## src/hdl/stereo_linear_resampler_core_macros.svh

```systemverilog
// Assertion macros shared by the resampler RTL.
`ifndef STEREO_LINEAR_RESAMPLER_CORE_MACROS_SVH
`define STEREO_LINEAR_RESAMPLER_CORE_MACROS_SVH

// Same-cycle implication, checked out of reset.
`define SLR_ASSERT_NOW(label, clk, rstn, ante, cons, msg) \
    label: assert property (@(posedge clk) disable iff (!rstn) (ante) |-> (cons)) else $error(msg);

// Next-cycle implication, checked out of reset.
`define SLR_ASSERT_NEXT(label, clk, rstn, ante, cons, msg) \
    label: assert property (@(posedge clk) disable iff (!rstn) (ante) |=> (cons)) else $error(msg);

`endif

```

## src/hdl/slr_pkg.sv

```systemverilog
// Types, constants and helpers shared by the stereo resampler modules.
package slr_pkg;

    localparam int SAMPLE_W  = 16;
    localparam int FRAMES_W  = 12;
    localparam int PHASE_W   = FRAMES_W + 1;
    localparam int MAX_RUN   = 4;
    localparam int RUN_CNT_W = $clog2(MAX_RUN + 1);

    localparam int PROD_W = SAMPLE_W + FRAMES_W + 1;
    localparam int ACC_W  = PROD_W + 1;
    localparam int MAG_W  = SAMPLE_W - 1 + FRAMES_W;
    localparam int QUOT_W = SAMPLE_W;
    localparam int STEP_W = $clog2(QUOT_W);

    localparam int CFG_IDX_W = 2;
    localparam logic [CFG_IDX_W-1:0] REG_OLD_FRAMES = 2'd0;
    localparam logic [CFG_IDX_W-1:0] REG_NEW_FRAMES = 2'd1;

    localparam logic [FRAMES_W-1:0] OLD_FRAMES_RESET = 12'd220;
    localparam logic [FRAMES_W-1:0] NEW_FRAMES_RESET = 12'd240;

    typedef struct packed {
        logic signed [SAMPLE_W-1:0] first_sample;
        logic signed [SAMPLE_W-1:0] second_sample;
    } slr_in_t;

    typedef struct packed {
        logic [SAMPLE_W-1:0] first_out;
        logic [SAMPLE_W-1:0] second_out;
        logic                run_end;
    } slr_out_t;

    // Request to the shared interpolation unit.
    typedef struct packed {
        logic                       start;
        logic signed [SAMPLE_W-1:0] a;
        logic signed [SAMPLE_W-1:0] b;
        logic [FRAMES_W-1:0]        ph;
        logic [FRAMES_W-1:0]        div;
    } lerp_req_t;

    typedef struct packed {
        logic                done;
        logic [SAMPLE_W-1:0] result;
    } lerp_rsp_t;

    function automatic logic [SAMPLE_W-1:0] swap_bytes(input logic [SAMPLE_W-1:0] s);
        return {s[7:0], s[SAMPLE_W-1:8]};
    endfunction

endpackage

```

## src/hdl/stereo_linear_resampler_core.sv

```systemverilog
// Stereo linear-interpolation rate converter: sequencer, state and channel ports.
// Each accepted frame gives n results (0 to 4); each result takes both channels in
// turn through the shared multiply/divide unit, and an output stall holds the sequencer.
// A new frame is taken only once the run for the last one is over.
// Reset (aresetn low, synchronous): old_frames 220, new_frames 240, previous
// frame and phase zero, output channel empty.

`include "stereo_linear_resampler_core_macros.svh"

module stereo_linear_resampler_core
    import slr_pkg::*;
(
    input  logic                 aclk,
    input  logic                 aresetn,

    input  logic                 s_valid,
    output logic                 s_ready,
    input  slr_in_t              s_data,

    output logic                 m_valid,
    input  logic                 m_ready,
    output slr_out_t             m_data,

    input  logic                 cfg_valid,
    output logic                 cfg_ready,
    input  logic [CFG_IDX_W-1:0] cfg_index,
    input  logic [FRAMES_W-1:0]  cfg_data
);

    typedef enum logic [2:0] {
        ST_IDLE,
        ST_CHECK,
        ST_CALC_A,
        ST_CALC_B,
        ST_EMIT
    } seq_state_t;

    seq_state_t state_reg;

    // Configuration and carried state.
    logic [FRAMES_W-1:0]  old_frames_reg;
    logic [FRAMES_W-1:0]  new_frames_reg;
    logic [SAMPLE_W-1:0]  prev_first_reg;
    logic [SAMPLE_W-1:0]  prev_second_reg;
    logic [PHASE_W-1:0]   phase_reg;
    logic [RUN_CNT_W-1:0] run_cnt_reg;

    // Current frame and per-output results.
    logic [SAMPLE_W-1:0]  cur_first_reg;
    logic [SAMPLE_W-1:0]  cur_second_reg;
    logic [SAMPLE_W-1:0]  first_res_reg;
    logic [SAMPLE_W-1:0]  second_res_reg;

    logic     m_valid_reg;
    slr_out_t m_data_reg;

    lerp_req_t req;
    lerp_rsp_t rsp;

    logic [PHASE_W-1:0]    phase_sum;
    logic                  run_go;
    logic                  run_last;
    logic                  emit_go;
    logic [FRAMES_W+1:0]   ratio_lim;
    logic [FRAMES_W-1:0]   new_lim;
    logic [FRAMES_W-1:0]   new_frames_next;

    // Loop test: emit another output while the phase lies below the divisor
    // and the run cap is not reached.
    always_comb begin
        phase_sum = phase_reg + {1'b0, old_frames_reg};
        run_go    = (phase_reg < {1'b0, new_frames_reg})
                    && (run_cnt_reg < RUN_CNT_W'(MAX_RUN));
        // The output about to go out is the last of the run when the loop
        // test fails on the advanced phase or the cap is hit.
        run_last  = (phase_sum >= {1'b0, new_frames_reg})
                    || (run_cnt_reg == RUN_CNT_W'(MAX_RUN - 1));
        // Load the output register once it is empty or being drained.
        emit_go   = (state_reg == ST_EMIT) && (!m_valid_reg || m_ready);
    end

    // Clamp new_frames to four times old_frames, itself limited to full scale.
    always_comb begin
        ratio_lim = {old_frames_reg, 2'b00};
        new_lim   = (ratio_lim > {2'b00, {FRAMES_W{1'b1}}}) ? {FRAMES_W{1'b1}}
                                                             : ratio_lim[FRAMES_W-1:0];
        new_frames_next = (cfg_data > new_lim) ? new_lim : cfg_data;
    end

    // Launch the first channel from the loop test, the second as soon as the
    // first comes back. The unit latches operands on start only.
    always_comb begin
        req.start = ((state_reg == ST_CHECK) && run_go)
                    || ((state_reg == ST_CALC_A) && rsp.done);
        req.a     = (state_reg == ST_CALC_A) ? prev_second_reg : prev_first_reg;
        req.b     = (state_reg == ST_CALC_A) ? cur_second_reg : cur_first_reg;
        req.ph    = phase_reg[FRAMES_W-1:0];
        req.div   = new_frames_reg;
    end

    slr_lerp_unit u_lerp (
        .aclk    (aclk),
        .aresetn (aresetn),
        .req     (req),
        .rsp     (rsp)
    );

    always_ff @(posedge aclk) begin
        if (!aresetn) begin
            state_reg       <= ST_IDLE;
            m_valid_reg     <= 1'b0;
            old_frames_reg  <= OLD_FRAMES_RESET;
            new_frames_reg  <= NEW_FRAMES_RESET;
            prev_first_reg  <= '0;
            prev_second_reg <= '0;
            phase_reg       <= '0;
            run_cnt_reg     <= '0;
        end else begin
            // Register writes are to arrive only while the sequencer is idle; the block does not enforce this.
            if (cfg_valid && cfg_ready) begin
                unique case (cfg_index)
                    REG_OLD_FRAMES: old_frames_reg <= cfg_data;
                    REG_NEW_FRAMES: new_frames_reg <= new_frames_next;
                    default: ;
                endcase
            end

            // Raise valid on a new result, drop it once the consumer takes
            // the transaction.
            if (emit_go) begin
                m_valid_reg <= 1'b1;
            end else if (m_valid_reg && m_ready) begin
                m_valid_reg <= 1'b0;
            end

            unique case (state_reg)
                ST_IDLE: begin
                    if (s_valid) begin
                        cur_first_reg  <= s_data.first_sample;
                        cur_second_reg <= s_data.second_sample;
                        run_cnt_reg    <= '0;
                        state_reg      <= ST_CHECK;
                    end
                end
                ST_CHECK: begin
                    if (run_go) begin
                        state_reg <= ST_CALC_A;
                    end else begin
                        // End of run: rebase the phase, or zero it if the cap
                        // cut the run short; the current frame becomes previous.
                        if (phase_reg >= {1'b0, new_frames_reg}) begin
                            phase_reg <= phase_reg - {1'b0, new_frames_reg};
                        end else begin
                            phase_reg <= '0;
                        end
                        prev_first_reg  <= cur_first_reg;
                        prev_second_reg <= cur_second_reg;
                        state_reg       <= ST_IDLE;
                    end
                end
                ST_CALC_A: begin
                    if (rsp.done) begin
                        first_res_reg <= rsp.result;
                        state_reg     <= ST_CALC_B;
                    end
                end
                ST_CALC_B: begin
                    // Keep the result aside; the output register may still be held.
                    if (rsp.done) begin
                        second_res_reg <= rsp.result;
                        state_reg      <= ST_EMIT;
                    end
                end
                ST_EMIT: begin
                    // Hold until the output register is free, then advance.
                    if (emit_go) begin
                        m_data_reg.first_out  <= swap_bytes(first_res_reg);
                        m_data_reg.second_out <= swap_bytes(second_res_reg);
                        m_data_reg.run_end    <= run_last;
                        phase_reg             <= phase_sum;
                        run_cnt_reg           <= run_cnt_reg + 1'b1;
                        state_reg             <= ST_CHECK;
                    end
                end
                default: state_reg <= ST_IDLE;
            endcase
        end
    end

    assign s_ready   = (state_reg == ST_IDLE);
    assign cfg_ready = 1'b1;
    assign m_valid   = m_valid_reg;
    assign m_data    = m_data_reg;

    `SLR_ASSERT_NOW(a_run_cap, aclk, aresetn, 1'b1, run_cnt_reg <= RUN_CNT_W'(MAX_RUN), "run count past cap")
    `SLR_ASSERT_NOW(a_done_expected, aclk, aresetn, rsp.done, (state_reg == ST_CALC_A) || (state_reg == ST_CALC_B), "unexpected unit result")
    `SLR_ASSERT_NOW(a_div_nonzero, aclk, aresetn, req.start, new_frames_reg != '0, "launch with zero divisor")
    `SLR_ASSERT_NEXT(a_busy_after_take, aclk, aresetn, s_valid && s_ready, !s_ready, "ready right after accept")

endmodule

```

## src/hdl/slr_lerp_unit.sv

```systemverilog
// Shared multiply and restoring-divide unit: (a*(div-ph) + b*ph) / div.
`include "stereo_linear_resampler_core_macros.svh"

module slr_lerp_unit
    import slr_pkg::*;
(
    input  logic      aclk,
    input  logic      aresetn,
    input  lerp_req_t req,
    output lerp_rsp_t rsp
);

    typedef enum logic [2:0] {
        U_IDLE,
        U_MUL_A,
        U_MUL_B,
        U_SUM,
        U_ABS,
        U_DIV,
        U_FIX
    } unit_state_t;

    unit_state_t state_reg;
    logic [STEP_W-1:0] step_reg;
    logic done_reg;

    logic signed [SAMPLE_W-1:0] a_reg;
    logic signed [SAMPLE_W-1:0] b_reg;
    logic [FRAMES_W-1:0]        ph_reg;
    logic [FRAMES_W-1:0]        wt_reg;
    logic [FRAMES_W-1:0]        div_reg;
    logic signed [PROD_W-1:0]   prod_reg;
    logic signed [ACC_W-1:0]    acc_reg;
    logic [MAG_W-1:0]           rem_reg;
    logic [MAG_W-1:0]           dsh_reg;
    logic [QUOT_W-1:0]          q_reg;
    logic                       neg_reg;
    logic [SAMPLE_W-1:0]        result_reg;

    logic signed [SAMPLE_W-1:0] mul_x;
    logic signed [FRAMES_W:0]   mul_y;
    logic signed [PROD_W-1:0]   product;
    logic [ACC_W-1:0]           mag;
    logic                       ge;

    // One multiplier, shared between the two weighted terms.
    always_comb begin
        mul_x   = (state_reg == U_MUL_A) ? a_reg : b_reg;
        mul_y   = (state_reg == U_MUL_A) ? {1'b0, wt_reg} : {1'b0, ph_reg};
        product = mul_x * mul_y;
        mag     = acc_reg[ACC_W-1] ? (-acc_reg) : acc_reg;
        ge      = (rem_reg >= dsh_reg);
    end

    always_ff @(posedge aclk) begin
        if (!aresetn) begin
            state_reg <= U_IDLE;
            step_reg  <= '0;
            done_reg  <= 1'b0;
        end else begin
            done_reg <= 1'b0;
            unique case (state_reg)
                U_IDLE: begin
                    if (req.start) begin
                        a_reg     <= req.a;
                        b_reg     <= req.b;
                        ph_reg    <= req.ph;
                        wt_reg    <= req.div - req.ph;
                        div_reg   <= req.div;
                        state_reg <= U_MUL_A;
                    end
                end
                U_MUL_A: begin
                    prod_reg  <= product;
                    state_reg <= U_MUL_B;
                end
                U_MUL_B: begin
                    acc_reg   <= {prod_reg[PROD_W-1], prod_reg};
                    prod_reg  <= product;
                    state_reg <= U_SUM;
                end
                U_SUM: begin
                    acc_reg   <= acc_reg + {prod_reg[PROD_W-1], prod_reg};
                    state_reg <= U_ABS;
                end
                U_ABS: begin
                    // Divide magnitudes so the quotient truncates toward zero.
                    rem_reg   <= mag[MAG_W-1:0];
                    neg_reg   <= acc_reg[ACC_W-1];
                    dsh_reg   <= {div_reg, {(SAMPLE_W - 1){1'b0}}};
                    step_reg  <= '0;
                    state_reg <= U_DIV;
                end
                U_DIV: begin
                    if (ge) begin
                        rem_reg <= rem_reg - dsh_reg;
                    end
                    q_reg    <= {q_reg[QUOT_W-2:0], ge};
                    dsh_reg  <= dsh_reg >> 1;
                    step_reg <= step_reg + 1'b1;
                    if (step_reg == STEP_W'(QUOT_W - 1)) begin
                        state_reg <= U_FIX;
                    end
                end
                U_FIX: begin
                    result_reg <= neg_reg ? (-q_reg) : q_reg;
                    done_reg   <= 1'b1;
                    state_reg  <= U_IDLE;
                end
                default: state_reg <= U_IDLE;
            endcase
        end
    end

    assign rsp.done   = done_reg;
    assign rsp.result = result_reg;

    `SLR_ASSERT_NOW(a_start_idle, aclk, aresetn, req.start, state_reg == U_IDLE, "start while busy")
    `SLR_ASSERT_NOW(a_div_nonzero, aclk, aresetn, state_reg == U_DIV, div_reg != '0, "zero divisor")
    `SLR_ASSERT_NOW(a_rem_bound, aclk, aresetn, state_reg == U_DIV, {1'b0, rem_reg} < {dsh_reg, 1'b0}, "remainder out of range")

endmodule
```

## config.mk

```make
export PLATFORM = sky130hd
export DESIGN_NAME = stereo_linear_resampler_core
export DESIGN_NICKNAME = d
export VERILOG_FILES = /design/src/hdl/slr_pkg.sv /design/src/hdl/stereo_linear_resampler_core.sv /design/src/hdl/slr_lerp_unit.sv
export VERILOG_INCLUDE_DIRS = /design/src /design/src/hdl
export SDC_FILE = /design/constraint.sdc
export NUM_CORES = 1
export LEC_CHECK = 0
export ABC_CLOCK_PERIOD_IN_PS = 20100
export BUFFER_PORTS_ARGS = -buffer_cell sky130_fd_sc_hd__buf_2
export CELL_PAD_IN_SITES_DETAIL_PLACEMENT = 0
export CELL_PAD_IN_SITES_GLOBAL_PLACEMENT = 1
export CORE_MARGIN = 4
export CORE_UTILIZATION = 40
export DETAILED_ROUTE_END_ITERATION = 7
export GPL_ROUTABILITY_DRIVEN = 0
export HOLD_SLACK_MARGIN = 0.1
export MAX_ROUTING_LAYER = met4
export PLACE_DENSITY = 0.74
export SYNTH_ARGS = -nofsm -noshare
export SYNTH_HDL_FRONTEND = slang
export SYNTH_HIERARCHICAL = 1
export SYNTH_SLANG_ARGS = --single-unit
```

## constraint.sdc

```tcl
create_clock -name aclk -period 20.1 [get_ports aclk]
set_input_delay 4.02 -clock aclk [delete_from_list [all_inputs] [get_ports aclk]]
set_output_delay 4.02 -clock aclk [all_outputs]
set_load 0.005 [all_outputs]
```

==> results.tsv, run 1 <==
stage	metric	value	unit
synth	synth_common_cells	346 x inv_1, 311 x edfxtp_1, 246 x nand2_1, 240 x nor2_1, 187 x ha_1	
cts	postCtsSetupBuffers	0	
worst_setup_path	path_max_fanout	50	
timing	fin_skew	26.3	ps
cts	htree_levels	2	
cts	clkTransAtPathRegs	60	ps
worst_setup_path	cp_data_required_time	20430	ps
synth	synthCells	2635	
synth	yosys_warnings	6	
timing	period_needed	8000	ps
floorplanning	die_area	0.0726	mm²
global_route	grt.total_usage	17.9	%
outcome	outcome	complete, no violations	
cts	cts_resized	0	
cts	ctsHoldBuffers	0	
cts	clk_latency	580	ps
synth	syn_avg_cell_area	10.4	µm²
cts	cts_buffers	44	
routing	drt_wl_total	63200	µm
timing	tightest_slew	1220	ps
timing	finalHoldViolations	0	
synth	synth-seq-cells	395	
routing	ant_nets	0	
cells_and_area	largest_reg_flops	33	
cells_and_area	seq_area	0.0110	mm²
power	sw_frac_of_total	42.6	%
cells_and_area	area_growth_syn_to_layout	10.3	%
synth	yosys.area.top_type	edfxtp_1	
synth	seq_area_frac_synth	40.3	%
placed_design	post-dp-hpwl	48800	µm
floorplanning	core-area	0.0675	mm²
synth	synth_edf_count	311	
timing	timing.final.crit_share	39.8	%
floorplanning	num_rows	95	
cells_and_area	n_antenna_cell	0	
cts	cts.sinks	395	
power	internal_power	0.00280	W
global_route	grt_start_max_net_pins	69	
power	p_leak	12.8	nW
power	power_frac_comb	61.4	%
routing	remaining_drc_errors	0	
cells_and_area	nNetsFinal	3133	
min_path	hold_class	register to register	
routing	vias_per_cell	5.21	
synth	synth_top_area_share	34.1	%
synth	ys.flop_type	edfxtp_1	
synth	synth.distinct_cells	73	
timing	grt_setup_unrepaired	false	
timing	finalSetupTns	0	ps
routing	via_count	18900	
synth	synth-async-reset-ratio	0	%
synth	synth_nets	3056	
global_route	antenna_found_initial	0	
synth	yosysMostFrequentCell	inv_1	
worst_setup_path	crit_arrival	8330	ps
cts	cts.path.max_buffers	3	
routing	dr.first_iter.drc_count	1145	
job	drv_cap	0	
synth	synth_area_leaders	edfxtp_1 34%, fa_1 13%, ha_1 8.6%, dfxtp_1 6.1%, inv_1 4.7%	
timing	drv_slew	0	
routing	first_pass_iters	7	
worst_setup_path	end_kind	register	
routing	routedWlPerCell	17.5	µm
cells_and_area	stdcell_area	0.0302	mm²
floorplanning	ios	87	
floorplanning	die_h	269	µm
placed_design	dpl-instance-area	0.0288	mm²
power	clkPwrFrac	15.6	%
timing	fmax	125	MHz
timing	slew_headroom	18.4	%
worst_setup_path	worst_setup_path_start_kind	register	
placed_design	portBuffers	85	
cts	cts_root_buffer	clkbuf_16	
cells_and_area	multiInputGateArea	0.0147	mm²
floorplanning	start_util	40.5	%
power	vdd.ir_drop.worst	173	µV
floorplanning	chipWidth	269	µm
global_route	grt_pass1_wl	104000	µm
power	switching_power	0.00208	W
power	seqPwrFrac	23.0	%
synth	syn_area	0.0273	mm²
timing	setup_violations	0	
cts	cts_tree	done	
global_route	gr-total-overflow	0	
global_route	grt_pass1_vias	19300	
worst_setup_path	crit_type	register to register	
power	power_density	162	mW/mm²
cells_and_area	drive_above_1_share	9.90	%
cells_and_area	fillers	6340	
power by group through the flow:
stage	sequential [W]	combinational, W	clock, W
final	0.00112	0.00300	0.000763
after CTS	0.00112	0.00303	0.000787
after floorplan	0.00112	0.00235	0
after global routing	0.00113	0.00346	0.000823
after detailed placement	0.00114	0.00300	0
after global placement	0.00114	0.00295	0
per-layer routing:
metal / part of all wire (%) / vias to the layer above / GRT usage [%] / wire length, µm
li1: - / 9190 / - / -
met1: 46 / 9181 / 24.0 / 29300
met2: 47 / 395 / 29.1 / 29800
met3: 4.2 / 89 / 2.28 / 2660
met4: 2.2 / 0 / 4.31 / 1380
met5: 0 / - / - / 0
through the flow:
stage	std cells	hold slack [ps]	utilization (%)	worst slack (ps)	power, W
6_report	3621	415	44.7	12100	0.00488
5_1_grt	3621	421	44.7	11540	0.00541
4_1_cts	3621	417	44.7	12200	0.00494
3_5_place_dp	3539	405	42.6	12200	0.00414
3_3_place_gp	3539	405	42.6	12270	0.00409
2_1_floorplan	2635	400	-	10810	0.00348
layout by cell type (no fill, tap or decap), types with 57 or more instances in the layout:
cell type | Yosys | layout
inv_1 | 346 | 345
edfxtp_1 | 311 | 311
nand2_1 | 246 | 245
nor2_1 | 240 | 239
ha_1 | 187 | 187
fa_1 | 183 | 183
o21ai_0 | 137 | 137
a21oi_1 | 125 | 125
buf_2 | 8 | 85
dfxtp_1 | 84 | 84
xnor2_1 | 83 | 83
mux2i_1 | 63 | 63
mux2_2 | 57 | 57
critical path, cell delays in order, from the launching register on:
cell	delay, ps
dfxtp_1	570
clkinv_1	320
nor3_2	180
buf_4	620
mux2i_1	710
nor2_1	160
fa_1	580
inv_1	50
fa_1	480
inv_1	60
fa_1	500
fa_1	550
inv_1	60
fa_1	520
inv_1	40
ha_1	340
inv_1	70
a2111oi_0	500
o21ai_0	270
a21oi_1	310
o31a_1	220
nand2b_1	160
a31oi_1	130
a21oi_1	200
xor2_1	80
worst paths after layout:
check / startpoint / end / slack, ps / depth (start not counted)
worst max-delay path: u_lerp/state_reg[0] / u_lerp/prod_reg[26] / 12100 / 24
worst min-delay path: second_res_reg[4] / m_data[13] / 410 / 0
worst max register to register: u_lerp/state_reg[0] / u_lerp/prod_reg[26] / 12100 / 24
worst min register to register: second_res_reg[4] / m_data[13] / 410 / 0
cells by family after synthesis:
| logic type | Yosys count | share of synthesized area [%] |
|---|---|---|
| AO/OA/AOI/OAI | 478 | 11.1 |
| AND/OR/NAND/NOR | 713 | 11.8 |
| multiplexers | 120 | 4.65 |
| flip-flops | 395 | 40.3 |
| XOR/XNOR | 132 | 4.23 |
| adder cells (fa/ha/maj) | 370 | 22.0 |
| other | 1 | 0.0137 |
| buffers and inverters | 426 | 5.97 |
cell type report:
| type | instances | share of cell area (%) |
|---|---|---|
| clock buffer | 57 | 3.88 |
| clock inverter | 25 | 0.739 |
| inverter | 347 | 4.32 |
| multi-input combinational | 1814 | 48.9 |
| sequential | 395 | 36.5 |
| tap | 873 | 3.62 |
| timing repair buffer | 110 | 2.03 |
No activity file was read; power rests on OpenSTA's default activity.
==> run 2, diff against run 1 <==
--- a/config.mk
+++ b/config.mk
@@ -6,7 +6,8 @@
 export SDC_FILE = /design/constraint.sdc
 export NUM_CORES = 1
 export LEC_CHECK = 0
-export ABC_CLOCK_PERIOD_IN_PS = 20100
+export ABC_AREA = 1
+export ABC_CLOCK_PERIOD_IN_PS = 7020
 export BUFFER_PORTS_ARGS = -buffer_cell sky130_fd_sc_hd__buf_2
 export CELL_PAD_IN_SITES_DETAIL_PLACEMENT = 0
 export CELL_PAD_IN_SITES_GLOBAL_PLACEMENT = 1
@@ -16,7 +17,7 @@
 export GPL_ROUTABILITY_DRIVEN = 0
 export HOLD_SLACK_MARGIN = 0.1
 export MAX_ROUTING_LAYER = met4
-export PLACE_DENSITY = 0.74
+export PLACE_DENSITY = 0.8
 export SYNTH_ARGS = -nofsm -noshare
 export SYNTH_HDL_FRONTEND = slang
 export SYNTH_HIERARCHICAL = 1
==> constraint.sdc (replaced) <==
create_clock -name aclk -period 7.02 [get_ports aclk]
set_input_delay 1.404 -clock aclk [delete_from_list [all_inputs] [get_ports aclk]]
set_output_delay 1.404 -clock aclk [all_outputs]
set_load 0.005 [all_outputs]
==> results.tsv, run 2 <==
stage	metric	value	unit
synth	seq_area_frac_synth	36.7	%
floorplanning	num_rows	100	
cts	clkTransAtPathRegs	60	ps
global_route	gr-total-overflow	0	
cts	cts_tree	done	
synth	syn_avg_cell_area	8.09	µm²
cells_and_area	final_cell_mix	977 x nand2_1, 663 x inv_1, 437 x nor2_1	
global_route	grt_start_max_net_pins	69	
routing	via_count	23500	
timing	setup_violations	0	
timing	finalSetupTns	0	ps
cts	ctsHoldBuffers	0	
timing	timing.final.crit_share	90.8	%
floorplanning	die_h	282	µm
cts	cts_root_buffer	clkbuf_16	
routing	first_pass_iters	5	
cts	cts_buffers	45	
placed_design	post-dp-hpwl	62000	µm
timing	drv_slew	0	
routing	wl_met1	35900	µm
synth	synthCells	3710	
cells_and_area	final_common_cell	nand2_1	
cells_and_area	multiInputGateArea	0.0161	mm²
synth	synth_nets	4131	
routing	routedWlPerCell	16.1	µm
cells_and_area	drive_above_1_share	7.36	%
timing	finalWorstSetupSlack	645	ps
timing	tightest_slew	1370	ps
cts	clk_latency	580	ps
floorplanning	chipWidth	282	µm
routing	drt_wl_total	77600	µm
worst_setup_path	worst_setup_path_start_kind	register	
routing	highest_layer	met4	
floorplanning	start_util	40.3	%
timing	fin_skew	20.8	ps
global_route	grt_pass1_vias	23100	
floorplanning	core-area	0.0744	mm²
placed_design	portBuffers	85	
cells_and_area	n_antenna_cell	0	
timing	finalHoldViolations	0	
routing	met3WireLength	3650	µm
global_route	grt_pass1_wl	125000	µm
placed_design	dp_slack	534	ps
floorplanning	ios	87	
synth	syn_area	0.0300	mm²
cts	htree_levels	2	
outcome	outcome	complete, no violations	
cells_and_area	seq_area	0.0110	mm²
synth	synth.distinct_cells	57	
timing	period_needed	6370	ps
synth	yosys.area.top_type	edfxtp_1	
synth	synth-seq-cells	395	
synth	ys.flop_type	edfxtp_1	
worst_setup_path	cp_data_required_time	7340	ps
cells_and_area	fillers	7461	
timing	fmax	157	MHz
global_route	grt.total_usage	20.3	%
job	drv_cap	0	
cells_and_area	area_growth_syn_to_layout	10.2	%
worst_setup_path	crit_type	register to register	
timing	grt_setup_unrepaired	false	
synth	synth-async-reset-ratio	0	%
synth	yosysMostFrequentCell	nand2_1	
worst_setup_path	path_max_fanout	36	
routing	wl_met2	35600	µm
global_route	antenna_found_initial	1	
cts	cts.path.max_buffers	3	
cells_and_area	nNetsFinal	4229	
routing	vias_per_cell	4.88	
timing	slew_headroom	8.48	%
min_path	hold_class	register to register	
floorplanning	die_area	0.0794	mm²
routing	remaining_drc_errors	0	
worst_setup_path	crit_arrival	6690	ps
synth	yosys_warnings	6	
synth	synth_edf_count	311	
routing	dr.first_iter.drc_count	1563	
synth	synth_common_cells	978 x nand2_1, 663 x inv_1, 442 x nor2_1, 311 x edfxtp_1	
worst_setup_path	end_kind	register	
cts	cts.sinks	395	
synth	synth_area_leaders	edfxtp_1 31%, nand2_1 12%, fa_1 12%, inv_1 8.3%, ha_1 7.8%	
routing	ant_nets	0	
synth	synth_top_area_share	31.1	%
cells_and_area	largest_reg_flops	33	
run 2: logic make-up after synthesis:
kind of cell | after synthesis | synth area share [%]
AND/OR/NAND/NOR | 1734 | 23.7
flip-flops | 395 | 36.7
other | 1 | 0.0125
adder cells (fa/ha/maj) | 370 | 20.0
AO/OA/AOI/OAI | 372 | 7.19
XOR/XNOR | 78 | 2.28
buffers and inverters | 757 | 9.97
multiplexers | 3 | 0.113
run 2: layout make-up:
class	count	area share, %
Multi-Input combinational cell	2558	48.6
Sequential cell	395	33.3
Inverter	692	7.87
Clock buffer	57	3.76
Tap cell	969	3.67
Timing Repair Buffer	116	1.99
Clock inverter	25	0.814
run 2: worst paths after layout:
check        cells after the start                  end                start  slack, ps
max                             24  u_lerp/prod_reg[28]  u_lerp/state_reg[1]        650
min                              0           m_data[25]     first_res_reg[0]        420
max reg2reg                     24  u_lerp/prod_reg[28]  u_lerp/state_reg[1]        650
min reg2reg                      0           m_data[25]     first_res_reg[0]        420
run 2: critical path, cell delays in order (launching register included):
cell and delay, ps:
dfxtp_1 380, nor2_4 220, nand2_8 200, mux2_1 390, inv_2 190, nor2_1 150, fa_1 570, inv_1 80
fa_1 610, inv_1 230, fa_1 660, inv_1 70, fa_1 470, fa_1 540, inv_1 40, ha_1 350
inv_1 90, nor3_1 290, nand2_1 130, nor3_1 150, nand2_1 60, inv_1 70, nor2_1 50, nand2_1 60
nand2_1 70
run 2: repair_timing:
action | CTS | global route
resized for setup | 0 | 1
buffers inserted | 0 | 0
setup endpoints to repair | 0 | 1
run 2: per-stage QoR:
step | util [%] | cell area (µm²) | hold slack (ps) | std cells
6_report | 44.4 | 33100 | 416 | 4812
5_1_grt | 44.4 | 33100 | 422 | 4812
3_3_place_gp | 42.4 | 31500 | 401 | 4730
4_1_cts | 44.4 | 33000 | 416 | 4812
2_1_floorplan | - | 30000 | 400 | 3710
3_5_place_dp | 42.4 | 31500 | 405 | 4730
run 2: layer usage:
metal | track usage (%) | up-vias
li1 | - | 11900
met1 | 27.0 | 10900
met2 | 32.6 | 537
met3 | 2.89 | 130
met4 | 5.65 | 0
met5 | - | -
Power of run 2 is not shown: default switching activity piles up to over one toggle a cycle in this logic, so the estimate is an artifact.
